<file path="config.mk">
export PLATFORM = sky130hd
export DESIGN_NAME = display_idle_power_manager_core
export DESIGN_NICKNAME = d
export VERILOG_FILES = /design/src/dipm_pkg.sv /design/src/dipm_cfg_regs.sv /design/src/dipm_state_logic.sv /design/src/display_idle_power_manager_core.sv
export SDC_FILE = /design/constraint.sdc
export NUM_CORES = 1
export LEC_CHECK = 0
export BUFFER_PORTS_ARGS = -buffer_cell sky130_fd_sc_hd__buf_2
export CAP_MARGIN = 10
export CORE_MARGIN = 5
export CORE_UTILIZATION = 65
export CTS_BUF_LIST = sky130_fd_sc_hd__clkbuf_8
export CTS_CLUSTER_DIAMETER = 50
export DETAILED_ROUTE_END_ITERATION = 16
export PLACE_DENSITY = 0.84
export SYNTH_ARGS = -nofsm -noshare
export SYNTH_HDL_FRONTEND = slang
export SYNTH_HIERARCHICAL = 1
export SYNTH_SLANG_ARGS = --single-unit
export TNS_END_PERCENT = 50
</file>
<file path="constraint.sdc">
create_clock -name clk_i -period 10.35 [get_ports clk_i]
set_input_delay 2.07 -clock clk_i [delete_from_list [all_inputs] [get_ports clk_i]]
set_output_delay 2.07 -clock clk_i [all_outputs]
set_load 0.005 [all_outputs]
</file>
<file path="src/dipm_pkg.sv">
package dipm_pkg;

  // Request kinds carried in s_axis_tuser
  localparam logic [2:0] REQ_TICK        = 3'd0;
  localparam logic [2:0] REQ_TOUCH       = 3'd1;
  localparam logic [2:0] REQ_EVENT_WAKE  = 3'd2;
  localparam logic [2:0] REQ_SET_PROFILE = 3'd3;
  localparam logic [2:0] REQ_SET_BASE    = 3'd4;
  localparam logic [2:0] REQ_CONSUME     = 3'd5;

  // Power modes
  localparam logic [1:0] MODE_ACTIVE = 2'd0;
  localparam logic [1:0] MODE_DIM    = 2'd1;
  localparam logic [1:0] MODE_OFF    = 2'd2;

  // Profiles
  localparam logic [1:0] PROF_WAITING  = 2'd0;
  localparam logic [1:0] PROF_INTER    = 2'd1;
  localparam logic [1:0] PROF_TRANSFER = 2'd2;

  // Configuration register indexes
  localparam logic [2:0] CFG_DIM_WAIT  = 3'd0;
  localparam logic [2:0] CFG_DIM_INTER = 3'd1;
  localparam logic [2:0] CFG_OFF_AFTER = 3'd2;
  localparam logic [2:0] CFG_DIM_LEVEL = 3'd3;
  localparam logic [2:0] CFG_RAMP_STEP = 3'd4;
  localparam logic [2:0] CFG_WAKE_HOLD = 3'd5;

  localparam int unsigned CFG_DATA_W = 27;
  localparam int unsigned BASE_RESET_PCT_DEF = 60;

  // Register reset values
  localparam logic [26:0] DIM_WAIT_RST  = 27'd30000;
  localparam logic [26:0] DIM_INTER_RST = 27'd60000;
  localparam logic [26:0] OFF_AFTER_RST = 27'd120000;
  localparam logic [6:0]  DIM_LEVEL_RST = 7'd25;
  localparam logic [6:0]  RAMP_STEP_RST = 7'd6;
  localparam logic [15:0] WAKE_HOLD_RST = 16'd1500;

  // Backlight limits
  localparam logic [7:0] PCT_MAX      = 8'd100;
  localparam logic [7:0] BASE_MIN_PCT = 8'd5;

  typedef struct packed {
    logic [26:0] dim_after_wait_ms;
    logic [26:0] dim_after_inter_ms;
    logic [26:0] off_after_ms;
    logic [6:0]  dim_level_pct;
    logic [6:0]  ramp_step_pct;
    logic [15:0] wake_hold_ms;
  } cfg_t;

  typedef struct packed {
    logic [7:0]  level_pct;
    logic [1:0]  profile_sel;
    logic [31:0] now_ms;
    logic [2:0]  req_type;
  } req_t;

  typedef struct packed {
    logic       answer_flag;
    logic       wake_pending;
    logic       cpu_low_request;
    logic       panel_asleep;
    logic [1:0] power_mode;
    logic [6:0] backlight_pct;
  } res_t;

endpackage

</file>
<file path="src/dipm_cfg_regs.sv">
module dipm_cfg_regs (
  input  logic                                clk_i,
  input  logic                                rst_ni,
  input  logic                                cfg_valid_i,
  output logic                                cfg_ready_o,
  input  logic [2:0]                          cfg_index_i,
  input  logic [dipm_pkg::CFG_DATA_W-1:0]     cfg_data_i,
  output dipm_pkg::cfg_t                      cfg_o
);
  import dipm_pkg::*;

  cfg_t cfg_q, cfg_d;

  assign cfg_ready_o = 1'b1;
  assign cfg_o       = cfg_q;

  // Decode the register write; unknown indexes are dropped
  always_comb begin
    cfg_d = cfg_q;
    if (cfg_valid_i) begin
      case (cfg_index_i)
        CFG_DIM_WAIT:  cfg_d.dim_after_wait_ms  = cfg_data_i[26:0];
        CFG_DIM_INTER: cfg_d.dim_after_inter_ms = cfg_data_i[26:0];
        CFG_OFF_AFTER: cfg_d.off_after_ms       = cfg_data_i[26:0];
        CFG_DIM_LEVEL: cfg_d.dim_level_pct      = cfg_data_i[6:0];
        CFG_RAMP_STEP: cfg_d.ramp_step_pct      = cfg_data_i[6:0];
        CFG_WAKE_HOLD: cfg_d.wake_hold_ms       = cfg_data_i[15:0];
        default: ;
      endcase
    end
  end

  always_ff @(posedge clk_i or negedge rst_ni) begin
    if (!rst_ni) begin
      cfg_q.dim_after_wait_ms  <= DIM_WAIT_RST;
      cfg_q.dim_after_inter_ms <= DIM_INTER_RST;
      cfg_q.off_after_ms       <= OFF_AFTER_RST;
      cfg_q.dim_level_pct      <= DIM_LEVEL_RST;
      cfg_q.ramp_step_pct      <= RAMP_STEP_RST;
      cfg_q.wake_hold_ms       <= WAKE_HOLD_RST;
    end else begin
      cfg_q <= cfg_d;
    end
  end

endmodule

</file>
<file path="src/dipm_state_logic.sv">
module dipm_state_logic #(
  parameter int unsigned BASE_RESET_PCT = dipm_pkg::BASE_RESET_PCT_DEF
) (
  input  logic            clk_i,
  input  logic            rst_ni,
  input  logic            step_i,
  input  dipm_pkg::req_t  req_i,
  input  dipm_pkg::cfg_t  cfg_i,
  output dipm_pkg::res_t  res_o
);
  import dipm_pkg::*;

  localparam logic [6:0] BaseRst = 7'(BASE_RESET_PCT);

  logic [1:0]  mode_q, mode_d;
  logic [1:0]  profile_q, profile_d;
  logic [31:0] last_act_q, last_act_d;
  logic [6:0]  base_q, base_d;
  logic [6:0]  cur_q, cur_d;
  logic [6:0]  tgt_q, tgt_d;
  logic        wake_q, wake_d;
  logic [31:0] wake_ms_q, wake_ms_d;

  logic        answer;
  logic [6:0]  step;
  logic [6:0]  ramp_cur;
  logic [6:0]  diff;
  logic [31:0] idle;
  logic [31:0] wake_age;
  logic [26:0] tdim;
  logic [6:0]  dim_lvl;
  logic [7:0]  lvl_clamped;
  logic        go_wake;
  logic        was_off;
  logic [6:0]  wake_base;

  // Tick arithmetic: ramp, idle time, flag age; also dim threshold, dim level and base clamp
  always_comb begin
    step     = (cfg_i.ramp_step_pct == 7'd0) ? 7'd1 : cfg_i.ramp_step_pct;
    diff     = cur_q - tgt_q;
    if (cur_q < tgt_q) begin
      ramp_cur = tgt_q;
    end else if (cur_q > tgt_q) begin
      ramp_cur = (diff <= step) ? tgt_q : cur_q - step;
    end else begin
      ramp_cur = cur_q;
    end
    idle     = req_i.now_ms - last_act_q;
    wake_age = req_i.now_ms - wake_ms_q;
    tdim     = (profile_q == PROF_INTER) ? cfg_i.dim_after_inter_ms
                                         : cfg_i.dim_after_wait_ms;
    dim_lvl  = ({1'b0, cfg_i.dim_level_pct} > PCT_MAX) ? PCT_MAX[6:0]
                                                       : cfg_i.dim_level_pct;
    if (req_i.level_pct > PCT_MAX) begin
      lvl_clamped = PCT_MAX;
    end else if (req_i.level_pct < BASE_MIN_PCT) begin
      lvl_clamped = BASE_MIN_PCT;
    end else begin
      lvl_clamped = req_i.level_pct;
    end
  end

  // Next state for the request held in the input register
  always_comb begin
    mode_d     = mode_q;
    profile_d  = profile_q;
    last_act_d = last_act_q;
    base_d     = base_q;
    cur_d      = cur_q;
    tgt_d      = tgt_q;
    wake_d     = wake_q;
    wake_ms_d  = wake_ms_q;
    answer     = 1'b0;
    go_wake    = 1'b0;
    wake_base  = base_q;

    case (req_i.req_type)
      REQ_TICK: begin
        cur_d = ramp_cur;
        if (wake_q && (wake_age > {16'd0, cfg_i.wake_hold_ms})) begin
          wake_d = 1'b0;
        end
        if (mode_q == MODE_ACTIVE) begin
          if (idle >= {5'd0, tdim}) begin
            mode_d = MODE_DIM;
            tgt_d  = dim_lvl;
          end
        end else if (mode_q == MODE_DIM) begin
          if (profile_q != PROF_INTER && idle >= {5'd0, cfg_i.off_after_ms}) begin
            mode_d = MODE_OFF;
            tgt_d  = 7'd0;
            cur_d  = 7'd0;
          end
        end
      end
      REQ_TOUCH, REQ_EVENT_WAKE: go_wake = 1'b1;
      REQ_SET_PROFILE: begin
        if (req_i.profile_sel <= PROF_TRANSFER && req_i.profile_sel != profile_q) begin
          profile_d = req_i.profile_sel;
          go_wake   = 1'b1;
        end
      end
      REQ_SET_BASE: begin
        base_d    = lvl_clamped[6:0];
        wake_base = lvl_clamped[6:0];
        go_wake   = 1'b1;
        tgt_d     = lvl_clamped[6:0];
        cur_d     = lvl_clamped[6:0];
      end
      REQ_CONSUME: begin
        answer = wake_q;
        wake_d = 1'b0;
      end
      default: ;
    endcase

    // Wake path: record activity and restore the base level
    was_off = go_wake && (mode_q == MODE_OFF);
    if (go_wake) begin
      last_act_d = req_i.now_ms;
      if (mode_q != MODE_ACTIVE) begin
        mode_d = MODE_ACTIVE;
        tgt_d  = wake_base;
        cur_d  = wake_base;
      end
    end

    // Wake flag handling for touch and event wake
    if (req_i.req_type == REQ_TOUCH && was_off) begin
      wake_d    = 1'b1;
      wake_ms_d = req_i.now_ms;
    end
    if (req_i.req_type == REQ_EVENT_WAKE) begin
      answer = was_off;
      wake_d = 1'b0;
    end
  end

  // Result reflects the state after the request
  always_comb begin
    res_o.backlight_pct   = cur_d;
    res_o.power_mode      = mode_d;
    res_o.panel_asleep    = (mode_d == MODE_OFF);
    res_o.cpu_low_request = (mode_d == MODE_OFF);
    res_o.wake_pending    = wake_d;
    res_o.answer_flag     = answer;
  end

  always_ff @(posedge clk_i or negedge rst_ni) begin
    if (!rst_ni) begin
      mode_q     <= MODE_ACTIVE;
      profile_q  <= PROF_WAITING;
      last_act_q <= 32'd0;
      base_q     <= BaseRst;
      cur_q      <= BaseRst;
      tgt_q      <= BaseRst;
      wake_q     <= 1'b0;
      wake_ms_q  <= 32'd0;
    end else if (step_i) begin
      mode_q     <= mode_d;
      profile_q  <= profile_d;
      last_act_q <= last_act_d;
      base_q     <= base_d;
      cur_q      <= cur_d;
      tgt_q      <= tgt_d;
      wake_q     <= wake_d;
      wake_ms_q  <= wake_ms_d;
    end
  end

endmodule

</file>
<file path="src/display_idle_power_manager_core.sv">
// Backlight power manager with active, dim and off modes. Each request on
// the slave stream carries a millisecond timestamp and a request kind in
// s_axis_tuser; every request yields exactly one result on the master stream
// with the applied backlight percent, the mode after the request, the panel
// sleep and low CPU clock requests, the wake-swallow flag and the answer bit.
// Requests go through an input register and one pass of compare and subtract
// logic into an output register, so one request is taken every clock cycle
// while the result side is not stalled, with results shown from the output
// register; a stalled result holds both registers until m_axis_tready returns.
// Write the configuration registers only while no request is in flight.
module display_idle_power_manager_core #(
  parameter int unsigned BASE_RESET_PCT = dipm_pkg::BASE_RESET_PCT_DEF
) (
  input  logic                             clk_i,
  input  logic                             rst_ni,
  input  logic                             s_axis_tvalid,
  output logic                             s_axis_tready,
  // [31:0] now_ms, [33:32] profile_sel, [41:34] level_pct, [47:42] zero
  input  logic [47:0]                      s_axis_tdata,
  // [2:0] req_type
  input  logic [2:0]                       s_axis_tuser,
  output logic                             m_axis_tvalid,
  input  logic                             m_axis_tready,
  // [6:0] backlight_pct, [8:7] power_mode, [9] panel_asleep,
  // [10] cpu_low_request, [11] wake_pending, [12] answer_flag, [15:13] zero
  output logic [15:0]                      m_axis_tdata,
  input  logic                             cfg_valid_i,
  output logic                             cfg_ready_o,
  input  logic [2:0]                       cfg_index_i,
  input  logic [dipm_pkg::CFG_DATA_W-1:0]  cfg_data_i
);
  import dipm_pkg::*;

  cfg_t cfg;
  req_t in_q;
  logic in_valid_q;
  res_t res;
  res_t out_q;
  logic out_valid_q;
  logic out_free;
  logic advance;

  dipm_cfg_regs u_cfg (
    .clk_i       (clk_i),
    .rst_ni      (rst_ni),
    .cfg_valid_i (cfg_valid_i),
    .cfg_ready_o (cfg_ready_o),
    .cfg_index_i (cfg_index_i),
    .cfg_data_i  (cfg_data_i),
    .cfg_o       (cfg)
  );

  // Move the held request into the result register when there is room
  assign out_free      = !out_valid_q || m_axis_tready;
  assign advance       = in_valid_q && out_free;
  assign s_axis_tready = !in_valid_q || out_free;

  dipm_state_logic #(
    .BASE_RESET_PCT (BASE_RESET_PCT)
  ) u_state (
    .clk_i  (clk_i),
    .rst_ni (rst_ni),
    .step_i (advance),
    .req_i  (in_q),
    .cfg_i  (cfg),
    .res_o  (res)
  );

  // Input register valid and result register valid
  always_ff @(posedge clk_i or negedge rst_ni) begin
    if (!rst_ni) begin
      in_valid_q  <= 1'b0;
      out_valid_q <= 1'b0;
    end else begin
      if (s_axis_tready) begin
        in_valid_q <= s_axis_tvalid;
      end
      if (out_free) begin
        out_valid_q <= in_valid_q;
      end
    end
  end

  // Payload registers
  always_ff @(posedge clk_i) begin
    if (s_axis_tvalid && s_axis_tready) begin
      in_q.req_type    <= s_axis_tuser;
      in_q.now_ms      <= s_axis_tdata[31:0];
      in_q.profile_sel <= s_axis_tdata[33:32];
      in_q.level_pct   <= s_axis_tdata[41:34];
    end
    if (advance) begin
      out_q <= res;
    end
  end

  assign m_axis_tvalid = out_valid_q;
  assign m_axis_tdata  = {3'd0, out_q};

endmodule

</file>
==> flow_metrics.py <==
metrics = {
    "run_status": {
        "status": "completed",
    },
    "critical_path": {
        "worst-path-buf-inv": 2,
        "crit_slowest_cell": "o21ai_1",
        "slowest_delay_ps": 760,
        "end_kind": "flip-flop",
        "arrival_ps": 6300,
        "cp-start-kind": "flip-flop",
        "worstPathRequired_ps": 10790,
        "path_cells": "inv_1 > ha_1 > inv_1 > fa_1 > a21o_1 > a311o_1 > a31oi_1 > nand2_1 > xor2_1 > ha_1 > a21o_1 > a21oi_1 > nand2_1 > a211oi_1 > o21ai_0 > a21oi_1 > o21bai_1 > o21ai_1 > a31oi_2 > o31ai_1",
        "critPathMaxFanout": 11,
        "worstSetupPathType": "reg -> reg",
        "cp_top_family": "compound AO/OA/AOI/OAI gates",
    },
    "placed_design": {
        "globalplace.congestion": 0.964,
        "placed_cells": 2048,
        "dp_hpwl_mm": 31.9,
        "portBuffers": 94,
    },
    "clock_network": {
        "cts_buffers": 45,
        "post_cts_buffers": 0,
        "cts.clk_slew.worst_paths_ps": 60,
        "cts_tree": "yes",
        "cts_num_sinks": 261,
        "clock_path_buffers": 3,
        "cts_root_buffer": "clkbuf_8",
        "hold_buffers": 0,
        "ctsResizeCount": 0,
        "htree_levels": 2,
        "insertion_delay_ps": 550,
    },
    "yosys": {
        "synth_top_area_cell": "dfrtp_1",
        "avgSynthCellArea_um2": 10.2,
        "ys_seq_elements": 261,
        "ys_warn_count": 6,
        "synth_cell_types": 82,
        "synth_ff_type": "dfrtp_1",
        "yosysMostFrequentCell": "mux2_2",
        "synth_top_area_share_pct": 23.2,
        "yosys-top-cells-area": "dfrtp_1 23%, mux2_2 11%, ha_1 11%, edfxtp_1 10%, dfstp_2 7.0%",
        "synth-edff-count": 58,
        "synthTopCellsByCount": "171 x mux2_2, 158 x dfrtp_1, 156 x inv_1",
        "synthesis.area_um2": 17000,
        "async_reset_ff_share_pct": 77.8,
        "syn_inst": 1662,
        "ys_seq_area_share_pct": 40.4,
    },
    "min_path": {
        "worstHoldPathType": "reg -> reg",
    },
    "routing": {
        "via_per_inst": 6.19,
        "drt-initial-drc-count": 778,
        "wire_per_inst_um": 19.8,
        "antenna_left": 0,
        "postRouteWirelength_mm": 42.2,
        "vias": 13198,
        "drc_errors": 0,
        "dr.pass1.iters": 5,
    },
    "pwr": {
        "ir_drop_uv": 176,
        "p_leak_nw": 8.48,
        "power_density_nw_per_um2": 256,
    },
    "die": {
        "die-area_um2": 29500,
        "coreArea_um2": 25900,
        "initial_core_util_pct": 65.7,
        "die-height_um": 172,
        "num_rows": 59,
        "ios": 105,
        "die_w_um": 172,
    },
    "global_route": {
        "grt_usage_pct": 28.5,
        "grt_pass1_vias": 13388,
        "grt_pass1_wl_mm": 67.4,
        "overflow": 0,
        "antenna_found_initial": 0,
        "grt_max_degree": 80,
    },
    "final_layout": {
        "fillers": 1894,
        "area_growth_syn_to_layout_pct": 10.0,
        "final_core_util_pct": 72.2,
        "final_net_count": 2002,
        "drive_above_1_share_pct": 23.0,
        "n_antenna_cell": 0,
        "instances_no_fill": 2131,
        "multiInputGateArea_um2": 9310,
        "regArea_um2": 6880,
    },
    "timing": {
        "setup_viol": 0,
        "layout_worst_path_cycle_share_pct": 56.6,
        "hold_violations": 0,
        "max_freq_ghz": 0.171,
        "tightest_slew_ps": 1190,
        "period_needed_ps": 5860,
        "finalSetupTns_ps": 0,
        "relSlewSlack_pct": 20.1,
        "finalClockSkew_ps": 16.1,
        "rsz0062_at_grt": "no",
        "slew_viol_final": 0,
    },
    "flow_run": {
        "cap_violations": 0,
    },
}
-- worst register-to-register path, cell delays in order, from the launching register on --
cell      delay (ps)
edfxtp_1         360
inv_1            120
ha_1             200
inv_1             60
fa_1             400
a21o_1           210
a311o_1          430
a31oi_1          330
nand2_1          170
xor2_1           260
ha_1             310
a21o_1           170
a21oi_1          260
nand2_1          100
a211oi_1         270
o21ai_0          270
a21oi_1          200
o21bai_1         120
o21ai_1          760
a31oi_2          420
o31ai_1          350
-- layout by cell type, fill, tap and decap left out, types with 22 or more instances in the layout --
| cell type | Yosys | routed |
|---|---|---|
| nand2_1 | 107 | 107 |
| a21o_1 | 45 | 45 |
| mux2_2 | 171 | 171 |
| inv_1 | 156 | 166 |
| dfrtp_1 | 158 | 158 |
| nand4_1 | 24 | 24 |
| edfxtp_1 | 58 | 58 |
| a211oi_1 | 22 | 22 |
| clkbuf_8 | 0 | 60 |
| a21oi_1 | 115 | 115 |
| dfstp_2 | 45 | 45 |
| buf_2 | 8 | 93 |
| ha_1 | 152 | 152 |
| nor2_1 | 105 | 104 |
| o21ai_0 | 59 | 59 |
| mux2i_1 | 31 | 31 |
| xnor2_1 | 36 | 36 |
-- worst paths after layout --
path | endpoint | depth (start not counted) | from | slack [ps]
max reg2reg | u_state/tgt_q[6] | 20 | in_q[3] | 4490
min reg2reg | u_state/base_q[2] | 2 | u_state/base_q[2] | 480
max | u_state/tgt_q[6] | 20 | in_q[3] | 4490
max in group asynchronous | u_state/wake_ms_q[21] | 2 | rst_ni | 7510
min in group asynchronous | u_cfg/cfg_o[31] | 1 | rst_ni | 1540
min | u_state/base_q[2] | 2 | u_state/base_q[2] | 480
-- stage by stage --
step / hold slack [ps] / total power [W] / setup WS (ps) / instance area, um2
2_1_floorplan: 451 / 0.00316 / 5340 / 17000
3_3_place_gp: 467 / 0.00366 / 4910 / 17700
3_5_place_dp: 477 / 0.00377 / 4660 / 17700
4_1_cts: 487 / 0.00478 / 4640 / 18700
5_1_grt: 511 / 0.00516 / 4190 / 18700
6_report: 483 / 0.00479 / 4490 / 18700
-- final cells by class --
cell class                 count  area share (%)
clock inverter                24           0.829
clock buffer                  59            4.34
inverter                     156            3.13
tap                          335            2.24
multi-input combinational   1192            49.8
timing repair buffer         104            2.96
sequential                   261            36.7
-- sequential cells by signal, summed over array words and instances, names as in the netlist --
| signal | cells |
|---|---|
| u_cfg/cfg_o | 111 |
| in_q | 45 |
| u_state/last_act_q | 32 |
| u_state/wake_ms_q | 32 |
| m_axis_tdata | 13 |
| u_state/base_q | 7 |
| u_state/cur_q | 7 |
| u_state/tgt_q | 7 |
| u_state/mode_q | 2 |
| u_state/profile_q | 2 |
| in_valid_q | 1 |
| m_axis_tvalid | 1 |
| u_state/wake_q | 1 |
-- logic make-up (layout without fill, tap and decap cells) --
kind of cell	after synthesis	after routing	share of synthesized area, %
and+or+nand+nor	371	371	10.8
AOI/OAI and AO/OA	399	399	15.6
xor gates and xnor gates	55	55	2.83
muxes	207	207	13.5
other	2	4	0.0441
adders and majority gates	156	156	11.6
buffers and inverters	211	343	5.11
DFF	261	261	40.4
-- layer usage --
metal / share of wire [%] / global-route usage (%)
met2: 49 / 48.9
met3: 5.0 / 3.24
met1: 42 / 36.5
met5: 0 / 0
met4: 4.4 / 12.5
-- where the power goes --
group	leakage (nW)	switching (W)	internal, W
registers	2.97	0.000157	0.00132
clock network	0.531	0.000416	0.000560
logic	4.98	0.00133	0.00101
total	8.48	0.00190	0.00289
Power figures use the tool's default switching activity.
